`src/rtl/core/two_level_name_interning_table_assert.svh`:
```
// Assertion macros for the two-level name interning table.
`ifndef TWO_LEVEL_NAME_INTERNING_TABLE_ASSERT_SVH
`define TWO_LEVEL_NAME_INTERNING_TABLE_ASSERT_SVH
`ifndef SYNTHESIS
// The consequent must hold in the same cycle as the antecedent.
`define NIT_ASSERT_SAME(lbl, ante, cons) \
  lbl: assert property (@(posedge clk) disable iff (!rst_n) (ante) |-> (cons)) \
    else $error("name table assertion failed");
// The consequent must hold in the cycle after the antecedent.
`define NIT_ASSERT_NEXT(lbl, ante, cons) \
  lbl: assert property (@(posedge clk) disable iff (!rst_n) (ante) |=> (cons)) \
    else $error("name table assertion failed");
`else
`define NIT_ASSERT_SAME(lbl, ante, cons)
`define NIT_ASSERT_NEXT(lbl, ante, cons)
`endif
`endif

```
`src/rtl/core/nit_pkg.sv`:
```
// Shared types and constants of the name interning table.
package nit_pkg;

  localparam int MODE_W = 3;
  localparam int ID_W   = 5;
  localparam int CHAR_W = 8;

  localparam logic [MODE_W-1:0] MODE_INTERN_SVC = 3'd0;
  localparam logic [MODE_W-1:0] MODE_INTERN_OP  = 3'd1;
  localparam logic [MODE_W-1:0] MODE_LOOKUP_SVC = 3'd2;
  localparam logic [MODE_W-1:0] MODE_LOOKUP_OP  = 3'd3;
  localparam logic [MODE_W-1:0] MODE_SVC_NAME   = 3'd4;
  localparam logic [MODE_W-1:0] MODE_OP_NAME    = 3'd5;

  // Commands from the controller to the datapath.
  typedef struct packed {
    logic in_take;     // latch the first item of a request
    logic chr_wr;      // store a name character
    logic buf_op;      // pending buffer select: operation name
    logic len_clr;
    logic svc_len_ld;
    logic kind_ld;
    logic kind_op;
    logic tlen_ld;
    logic tlen_svc;
    logic tlen_ram;
    logic slot_clr;
    logic slot_inc;
    logic slot_sid;
    logic slot_oid;
    logic pos_clr;
    logic pos_inc;
    logic svcs_slot;
    logic svcs_sid;
    logic opsn_ld;
    logic chr_we;
    logic len_we;
    logic cnt_inc;
    logic ops_we_inc;
    logic id_zero;
    logic id_slot;
    logic id_sid;
    logic id_oid;
    logic out_ld_res;
    logic out_ld_chr;
  } nit_cmd_t;

  // Status from the datapath to the controller.
  typedef struct packed {
    logic [MODE_W-1:0] in_mode;
    logic              in_chr_zero;
    logic [MODE_W-1:0] mode;
    logic              kind_op;
    logic              len_ok;
    logic              svc_len_ok;
    logic              sid_ok;
    logic              oid_ok;
    logic              slot_end;
    logic              len_eq;
    logic              chr_eq;
    logic              pos_last;
    logic              svc_full;
    logic              op_full;
    logic              out_free;
  } nit_sts_t;

endpackage

```
`src/rtl/core/nit_ctrl.sv`:
```
// Controller state machine of the name interning table.
module nit_ctrl import nit_pkg::*; (
  input  logic     clk,
  input  logic     rst_n,
  input  logic     in_valid,
  output logic     in_ready,
  input  nit_sts_t sts,
  output nit_cmd_t cmd
);
  localparam logic [4:0] ST_IDLE     = 5'd0;
  localparam logic [4:0] ST_COLLECT  = 5'd1;
  localparam logic [4:0] ST_COLLECT2 = 5'd2;
  localparam logic [4:0] ST_FINAL    = 5'd3;
  localparam logic [4:0] ST_OPS_RD   = 5'd4;
  localparam logic [4:0] ST_OPS_LAT  = 5'd5;
  localparam logic [4:0] ST_S_LEN    = 5'd6;
  localparam logic [4:0] ST_S_LCHK   = 5'd7;
  localparam logic [4:0] ST_S_RD     = 5'd8;
  localparam logic [4:0] ST_S_CMP    = 5'd9;
  localparam logic [4:0] ST_CP_RD    = 5'd10;
  localparam logic [4:0] ST_CP_WR    = 5'd11;
  localparam logic [4:0] ST_APPEND   = 5'd12;
  localparam logic [4:0] ST_EMIT     = 5'd13;
  localparam logic [4:0] ST_RV_SVC   = 5'd14;
  localparam logic [4:0] ST_RV_OPS   = 5'd15;
  localparam logic [4:0] ST_RV_ORD   = 5'd16;
  localparam logic [4:0] ST_RV_OCHK  = 5'd17;
  localparam logic [4:0] ST_RV_LEN   = 5'd18;
  localparam logic [4:0] ST_RV_LLAT  = 5'd19;
  localparam logic [4:0] ST_RV_RD    = 5'd20;
  localparam logic [4:0] ST_RV_OUT   = 5'd21;

  logic [4:0] state_r, state_nxt;

  always_comb begin
    cmd       = '0;
    state_nxt = state_r;
    in_ready  = 1'b0;
    case (state_r)
      ST_IDLE: begin
        in_ready = 1'b1;
        if (in_valid) begin
          cmd.in_take = 1'b1;
          case (sts.in_mode)
            MODE_SVC_NAME: state_nxt = ST_RV_SVC;
            MODE_OP_NAME:  state_nxt = ST_RV_OPS;
            MODE_INTERN_SVC, MODE_INTERN_OP, MODE_LOOKUP_SVC, MODE_LOOKUP_OP: begin
              if (!sts.in_chr_zero) begin
                cmd.chr_wr = 1'b1;
                cmd.buf_op = (sts.in_mode == MODE_LOOKUP_OP);
                state_nxt  = ST_COLLECT;
              end else if (sts.in_mode == MODE_INTERN_OP) begin
                cmd.svc_len_ld = 1'b1;
                state_nxt      = ST_COLLECT2;
              end else begin
                state_nxt = ST_FINAL;
              end
            end
            default: begin
              cmd.id_zero = 1'b1;
              state_nxt   = ST_EMIT;
            end
          endcase
        end
      end
      ST_COLLECT: begin
        in_ready = 1'b1;
        if (in_valid) begin
          if (!sts.in_chr_zero) begin
            cmd.chr_wr = 1'b1;
            cmd.buf_op = (sts.mode == MODE_LOOKUP_OP);
          end else if (sts.mode == MODE_INTERN_OP) begin
            cmd.svc_len_ld = 1'b1;
            cmd.len_clr    = 1'b1;
            state_nxt      = ST_COLLECT2;
          end else begin
            state_nxt = ST_FINAL;
          end
        end
      end
      ST_COLLECT2: begin
        in_ready = 1'b1;
        if (in_valid) begin
          if (!sts.in_chr_zero) begin
            cmd.chr_wr = 1'b1;
            cmd.buf_op = 1'b1;
          end else begin
            state_nxt = ST_FINAL;
          end
        end
      end
      ST_FINAL: begin
        case (sts.mode)
          MODE_INTERN_OP: begin
            if (!sts.len_ok || !sts.svc_len_ok) begin
              cmd.id_zero = 1'b1;
              state_nxt   = ST_EMIT;
            end else begin
              cmd.kind_ld  = 1'b1;
              cmd.tlen_ld  = 1'b1;
              cmd.tlen_svc = 1'b1;
              cmd.slot_clr = 1'b1;
              state_nxt    = ST_S_LEN;
            end
          end
          MODE_LOOKUP_OP: begin
            if (!sts.len_ok || !sts.sid_ok) begin
              cmd.id_zero = 1'b1;
              state_nxt   = ST_EMIT;
            end else begin
              cmd.svcs_sid = 1'b1;
              state_nxt    = ST_OPS_RD;
            end
          end
          default: begin
            if (!sts.len_ok) begin
              cmd.id_zero = 1'b1;
              state_nxt   = ST_EMIT;
            end else begin
              cmd.kind_ld  = 1'b1;
              cmd.tlen_ld  = 1'b1;
              cmd.slot_clr = 1'b1;
              state_nxt    = ST_S_LEN;
            end
          end
        endcase
      end
      ST_OPS_RD: state_nxt = ST_OPS_LAT;
      ST_OPS_LAT: begin
        cmd.opsn_ld  = 1'b1;
        cmd.kind_ld  = 1'b1;
        cmd.kind_op  = 1'b1;
        cmd.tlen_ld  = 1'b1;
        cmd.slot_clr = 1'b1;
        state_nxt    = ST_S_LEN;
      end
      ST_S_LEN: begin
        if (!sts.slot_end) begin
          state_nxt = ST_S_LCHK;
        end else if (!sts.kind_op) begin
          if (sts.mode == MODE_LOOKUP_SVC || sts.svc_full) begin
            cmd.id_zero = 1'b1;
            state_nxt   = ST_EMIT;
          end else begin
            cmd.pos_clr = 1'b1;
            state_nxt   = ST_CP_RD;
          end
        end else if (sts.mode == MODE_LOOKUP_OP || sts.op_full) begin
          cmd.id_zero = 1'b1;
          state_nxt   = ST_EMIT;
        end else begin
          cmd.pos_clr = 1'b1;
          state_nxt   = ST_CP_RD;
        end
      end
      ST_S_LCHK: begin
        if (sts.len_eq) begin
          cmd.pos_clr = 1'b1;
          state_nxt   = ST_S_RD;
        end else begin
          cmd.slot_inc = 1'b1;
          state_nxt    = ST_S_LEN;
        end
      end
      ST_S_RD: state_nxt = ST_S_CMP;
      ST_S_CMP: begin
        if (!sts.chr_eq) begin
          cmd.slot_inc = 1'b1;
          state_nxt    = ST_S_LEN;
        end else if (sts.pos_last) begin
          if (!sts.kind_op && sts.mode == MODE_INTERN_OP) begin
            cmd.svcs_slot = 1'b1;
            state_nxt     = ST_OPS_RD;
          end else begin
            cmd.id_slot = 1'b1;
            state_nxt   = ST_EMIT;
          end
        end else begin
          cmd.pos_inc = 1'b1;
          state_nxt   = ST_S_RD;
        end
      end
      ST_CP_RD: state_nxt = ST_CP_WR;
      ST_CP_WR: begin
        cmd.chr_we = 1'b1;
        if (sts.pos_last) begin
          state_nxt = ST_APPEND;
        end else begin
          cmd.pos_inc = 1'b1;
          state_nxt   = ST_CP_RD;
        end
      end
      ST_APPEND: begin
        cmd.len_we = 1'b1;
        if (!sts.kind_op) begin
          cmd.cnt_inc = 1'b1;
          if (sts.mode == MODE_INTERN_OP) begin
            cmd.svcs_slot = 1'b1;
            state_nxt     = ST_OPS_RD;
          end else begin
            cmd.id_slot = 1'b1;
            state_nxt   = ST_EMIT;
          end
        end else begin
          cmd.ops_we_inc = 1'b1;
          cmd.id_slot    = 1'b1;
          state_nxt      = ST_EMIT;
        end
      end
      ST_EMIT: begin
        if (sts.out_free) begin
          cmd.out_ld_res = 1'b1;
          state_nxt      = ST_IDLE;
        end
      end
      ST_RV_SVC: begin
        if (!sts.sid_ok) begin
          cmd.id_zero = 1'b1;
          state_nxt   = ST_EMIT;
        end else begin
          cmd.kind_ld  = 1'b1;
          cmd.slot_sid = 1'b1;
          cmd.id_sid   = 1'b1;
          state_nxt    = ST_RV_LEN;
        end
      end
      ST_RV_OPS: begin
        if (!sts.sid_ok) begin
          cmd.id_zero = 1'b1;
          state_nxt   = ST_EMIT;
        end else begin
          cmd.svcs_sid = 1'b1;
          state_nxt    = ST_RV_ORD;
        end
      end
      ST_RV_ORD: state_nxt = ST_RV_OCHK;
      ST_RV_OCHK: begin
        if (!sts.oid_ok) begin
          cmd.id_zero = 1'b1;
          state_nxt   = ST_EMIT;
        end else begin
          cmd.kind_ld  = 1'b1;
          cmd.kind_op  = 1'b1;
          cmd.slot_oid = 1'b1;
          cmd.id_oid   = 1'b1;
          state_nxt    = ST_RV_LEN;
        end
      end
      ST_RV_LEN: state_nxt = ST_RV_LLAT;
      ST_RV_LLAT: begin
        cmd.tlen_ld  = 1'b1;
        cmd.tlen_ram = 1'b1;
        cmd.pos_clr  = 1'b1;
        state_nxt    = ST_RV_RD;
      end
      ST_RV_RD: state_nxt = ST_RV_OUT;
      ST_RV_OUT: begin
        if (sts.out_free) begin
          cmd.out_ld_chr = 1'b1;
          if (sts.pos_last) begin
            state_nxt = ST_IDLE;
          end else begin
            cmd.pos_inc = 1'b1;
            state_nxt   = ST_RV_RD;
          end
        end
      end
      default: state_nxt = ST_IDLE;
    endcase
  end

  always_ff @(posedge clk) begin
    if (!rst_n) begin
      state_r <= ST_IDLE;
    end else begin
      state_r <= state_nxt;
    end
  end
endmodule

```
`config.mk`:
```
export PLATFORM = sky130hd
export DESIGN_NAME = nit_ctrl
export DESIGN_NICKNAME = d
export VERILOG_FILES = /design/src/rtl/core/two_level_name_interning_table_assert.svh /design/src/rtl/core/nit_pkg.sv /design/src/rtl/core/nit_ctrl.sv
export SDC_FILE = /design/constraint.sdc
export NUM_CORES = 1
export LEC_CHECK = 0
export BUFFER_PORTS_ARGS = -buffer_cell sky130_fd_sc_hd__buf_2
export CAP_MARGIN = 20
export CORE_ASPECT_RATIO = 0.6
export CORE_MARGIN = 3
export CORE_UTILIZATION = 37
export DETAILED_ROUTE_END_ITERATION = 6
export PLACE_DENSITY_LB_ADDON = 0.25
export REMOVE_ABC_BUFFERS = 1
export SYNTH_ARGS = -nofsm -noshare
export SYNTH_HDL_FRONTEND = slang
export SYNTH_SLANG_ARGS = --single-unit
```
`constraint.sdc`:
```
create_clock -name clk -period 1.81 [get_ports clk]
set_input_delay 0.362 -clock clk [delete_from_list [all_inputs] [get_ports clk]]
set_output_delay 0.362 -clock clk [all_outputs]
set_load 0.005 [all_outputs]
```
# --- Yosys cells after proc, flatten, opt, wreduce, memory -nomap -nowiden ---
# Cells that the tools add are included.
totals:
  output_inout_bits: 30
  in_bits: 22
  register_bits: 5
  elab_cells: 168
op_classes:
  mux: 114
  n_eq_ne: 36
  n_reduce_logical: 17
op_table:
  columns: ["operator", "count"]
  rows:
  - ["$pmux 5 s22", 1]
  - ["$mux 5", 16]
  - ["$mux 1", 56]
  - ["$eq 5x4->1 const B", 8]
  - ["$mux 4", 8]
  - ["$eq 5x5->1 const B", 6]
  - ["$pmux 1 s2", 11]
  - ["$eq 5x3->1 const B", 4]
  - ["$mux 2", 10]
  - ["$mux 3", 5]
  - ["$pmux 5 s3", 1]
  - ["$ne 2x2->1 const B", 7]
  - ["$eq 3x2->1 const B", 4]
  - ["$eq 5x2->1 const B", 2]
  - ["$pmux 5 s2", 1]
  - ["$reduce_and 7->1", 1]
  - ["$eq 3x1->1 const B", 2]
  - ["$eq 3x3->1 const B", 2]
  - ["$pmux 1 s3", 2]
  - ["$pmux 2 s3", 1]
  - ["$reduce_or 6->1", 1]
  - ["$eq 5x1->1 const B", 1]
  - ["$logic_not 5->1", 1]
  - ["$pmux 1 s5", 1]
  - ["8 further kinds", 15]

# --- Longest topological paths before layout ---
depth:
  depth_word: 6
  ltp_mapped: 8
  mapped_depth_nobuf: 5

# --- Worst setup path before layout ---
# Ideal clock, no wire load.
synth_path:
  kind: "reg-to-output"
  start: "register state_r[0]"
  end: "output port cmd[24] (netlist bit)"
  required_ps: 1448
  arrival_time_ps: 1388
  stages_incl_launch_ff: 7
  path_buffers: 2
  slack_ps: 60
  cell_sequence: "dfxtp_1 > buf_6 > buf_6 > nand3_2 > or3_4 > nor4_4 > a31o_1"
synth_lines:
  columns: ["item", "line_no", "rtl"]
  rows:
  - ["start: declaration", "nit_ctrl.sv:33", "logic [4:0] state_r, state_nxt;"]
  - ["start signal: assignment", "nit_ctrl.sv:276", "state_r <= state_nxt;"]
  - ["end: declaration", "nit_ctrl.sv:8", "output nit_cmd_t cmd"]

==> flow_summary.json <==
{
  "ir_drop_mv": 0.964,
  "slew_headroom_pct": 71.1,
  "reg2reg_depth": 9,
  "netlist_instances": 181,
  "ios": 52,
  "cts_buffer_depth": 2,
  "layout_min_cycle_time_ns": 2.06,
  "hpwl_um": 3920,
  "syn_area_per_cell_um2": 7.06,
  "holdCritPathClass": "in2reg",
  "cts_tree": "yes",
  "grt_usage_pct": 30.0,
  "rsz0062_at_grt": "true",
  "cts_inserted_buffers": 3,
  "clk_pin_slew_ns": 0.04,
  "grt_pass1_vias": 1876,
  "met3_usage_pct": 7.61,
  "powerDensity_mw_per_mm2": 1380,
  "worstMarginPinSlew_ns": 0.432,
  "worst_slack_ns": -0.251,
  "cp-end-kind": "output pin",
  "rows": 15,
  "max_freq_ghz": 0.485,
  "htree_levels": 1,
  "arrival_ns": 1.70,
  "fp.dieH_um": 51.5,
  "nNetsFinal": 310,
  "ys_types": 61,
  "setup_violations": 24,
  "drive_gt1_share_pct": 60.6,
  "drv_cap": 0,
  "netlist.area_leader.share_pct": 7.83,
  "holdPathStages": 2,
  "clkLatencyLatePin_ns": 0.22,
  "setup.worst_path.class": "reg2out",
  "n_fill_cell": 214,
  "grt_start_max_net_pins": 12,
  "ys_ff_latch": 5,
  "synth.area.top_cells": "dfxtp_1 (7.8%), nor2_1 (5.3%), o21ai_0 (4.7%), buf_4 (4.7%), nand2_1 (4.4%)",
  "place.port_buffers": 51,
  "grt_overflow_total": 0,
  "clock_sinks": 5,
  "remaining_drc_errors": 0,
  "drt-initial-drc-count": 309,
  "regMostFlops": "state_r",
  "yosys_warnings": 0,
  "fin_crit_sh_pct": 114,
  "power.leakage_nw": 1.16,
  "reg_top3": "state_r (5)",
  "globalRouteMet1Util_pct": 42.0,
  "worst_setup_path_start_kind": "flip-flop",
  "drv_slew": 0,
  "finish.utilization_pct": 76.9,
  "fp.dieW_um": 81.9,
  "core_area_mm2": 0.00308,
  "cts_root_buf": "clkbuf_8",
  "area_growth_pct": 85.0,
  "num_antenna_cells": 0,
  "wl_per_cell_um": 21.2,
  "worstPathMaxFanout": 6,
  "synth_seq_area_share_pct": 7.83,
  "dr.pass1.iters": 7,
  "viasPerCell": 6.33,
  "initial_core_util_pct": 41.5,
  "async_reset_ff_share_pct": 0,
  "grt_util_met2_pct": 44.4,
  "synth_edf_count": 0,
  "synth_ff_type": "dfxtp_1",
  "yosysMostFrequentCell": "nor2_1",
  "fp.dieArea_mm2": 0.00422,
  "finalHoldViolCount": 0,
  "largest_reg_flops": 5,
  "post-place-ws_ns": -0.0588,
  "grt_antenna_before_repair": 0,
  "clock_skew_ns": 0.00175,
  "yosysTopAreaCell": "dfxtp_1",
  "gp_congestion": 0.947,
  "routed_wl_um": 6990,
  "syn_area_mm2": 0.00128,
  "grt_pass1_wl_um": 9520,
  "required_ns": 1.45,
  "run_status": "finished with violations",
  "grt-busiest-layer": "met2",
  "synth_common_cells": "nor2_1 (18), nand2_1 (15), inv_1 (12), o21ai_0 (12), a21oi_1 (9)",
  "postRouteAntennaNets": 0,
  "violations": "negative setup slack",
  "dr_total_vias": 2082
}
what timing repair did:
| action | 4_1_cts | 5_1_grt |
|---|---|---|
| resized for setup | 50 | 30 |
| setup buffers | 17 | 9 |
| hold buffers | 0 | 0 |
| gates cloned | 2 | 0 |
| setup endpoints to repair | 28 | 30 |
| pin swaps | 18 | 12 |
cell families (layout without fill, tap and decap cells):
logic type | Yosys count | in the layout | share of synthesized area [%]
DFF | 5 | 5 | 7.83
AOI/OAI and AO/OA | 57 | 57 | 31.5
and+or+nand+nor | 88 | 88 | 45.3
buffers and inverters | 28 | 134 | 12.6
xor gates and xnor gates | 2 | 2 | 1.96
muxes | 1 | 1 | 0.783
path summary, 6_finish.rpt:
kind,start,endpoint,slack [ns]
hold reg to reg,state_r[1],state_r[1],0.81
setup reg to reg,state_r[4],state_r[3],-0.12
hold / removal,rst_n,state_r[4],0.44
setup / recovery,state_r[4],cmd[26],-0.25
layer usage:
layer	up-vias	wire length (um)
li1	890	-
met1	943	2900
met2	218	2870
met3	31	1010
met4	0	217
met5	-	0
layout make-up:
type / count / area, um2 / share of cell area [%]
flip-flops and latches: 5 / 119 / 5.02
repair buffers: 116 / 882 / 37.3
clock buffers: 4 / 45.0 / 1.90
well taps: 42 / 52.6 / 2.22
multi-input cells: 148 / 1210 / 51.2
inverters: 14 / 55.1 / 2.33
critical path, stage by stage, from the launching register on:
cell and delay [ns]:
dfxtp_4 0.38, buf_6 0.15, buf_6 0.13, nor3_4 0.25
buf_6 0.16, a32oi_2 0.05, nor3_1 0.19, buf_2 0.16
placed cells by master, fill, tap and decap left out, drive strengths merged, types with 3 or more instances in the layout:
cell type  synthesis  final
buf               14    115
nor4b              3      3
nand2             15     15
a21oi              9      9
nand2b             4      4
a21boi             3      3
nor2b              4      4
nand3              7      7
nor2              18     18
nand3b             3      3
clkbuf             0      4
nand4              4      4
nor3               6      6
nor3b              6      6
o22ai              3      3
and3               5      5
o21ai             15     15
dfxtp              5      5
inv               14     14
a31oi              7      7
report_power, final:
| part | internal, mW | total (mW) | switching (mW) |
|---|---|---|---|
| sequential | 0.170 | 0.264 | 0.0942 |
| clock | 0.152 | 0.212 | 0.0601 |
| combinational | 1.38 | 2.80 | 1.41 |
| total | 1.70 | 3.27 | 1.57 |
per-stage QoR:
step | hold slack (ns) | cells | cell area [um2] | power (mW) | setup TNS, ns
floorplan | 0.480 | 167 | 1170 | 1.11 | -0.553
global placement | 0.668 | 298 | 1780 | 1.87 | -0.121
CTS | 0.406 | 321 | 2180 | 2.69 | -1.14
detailed placement | 0.636 | 298 | 1780 | 1.88 | -0.138
finish | 0.442 | 329 | 2370 | 3.27 | -2.49
global route | 0.447 | 329 | 2370 | 3.39 | -3.35
Power figures use the tool's default switching activity.
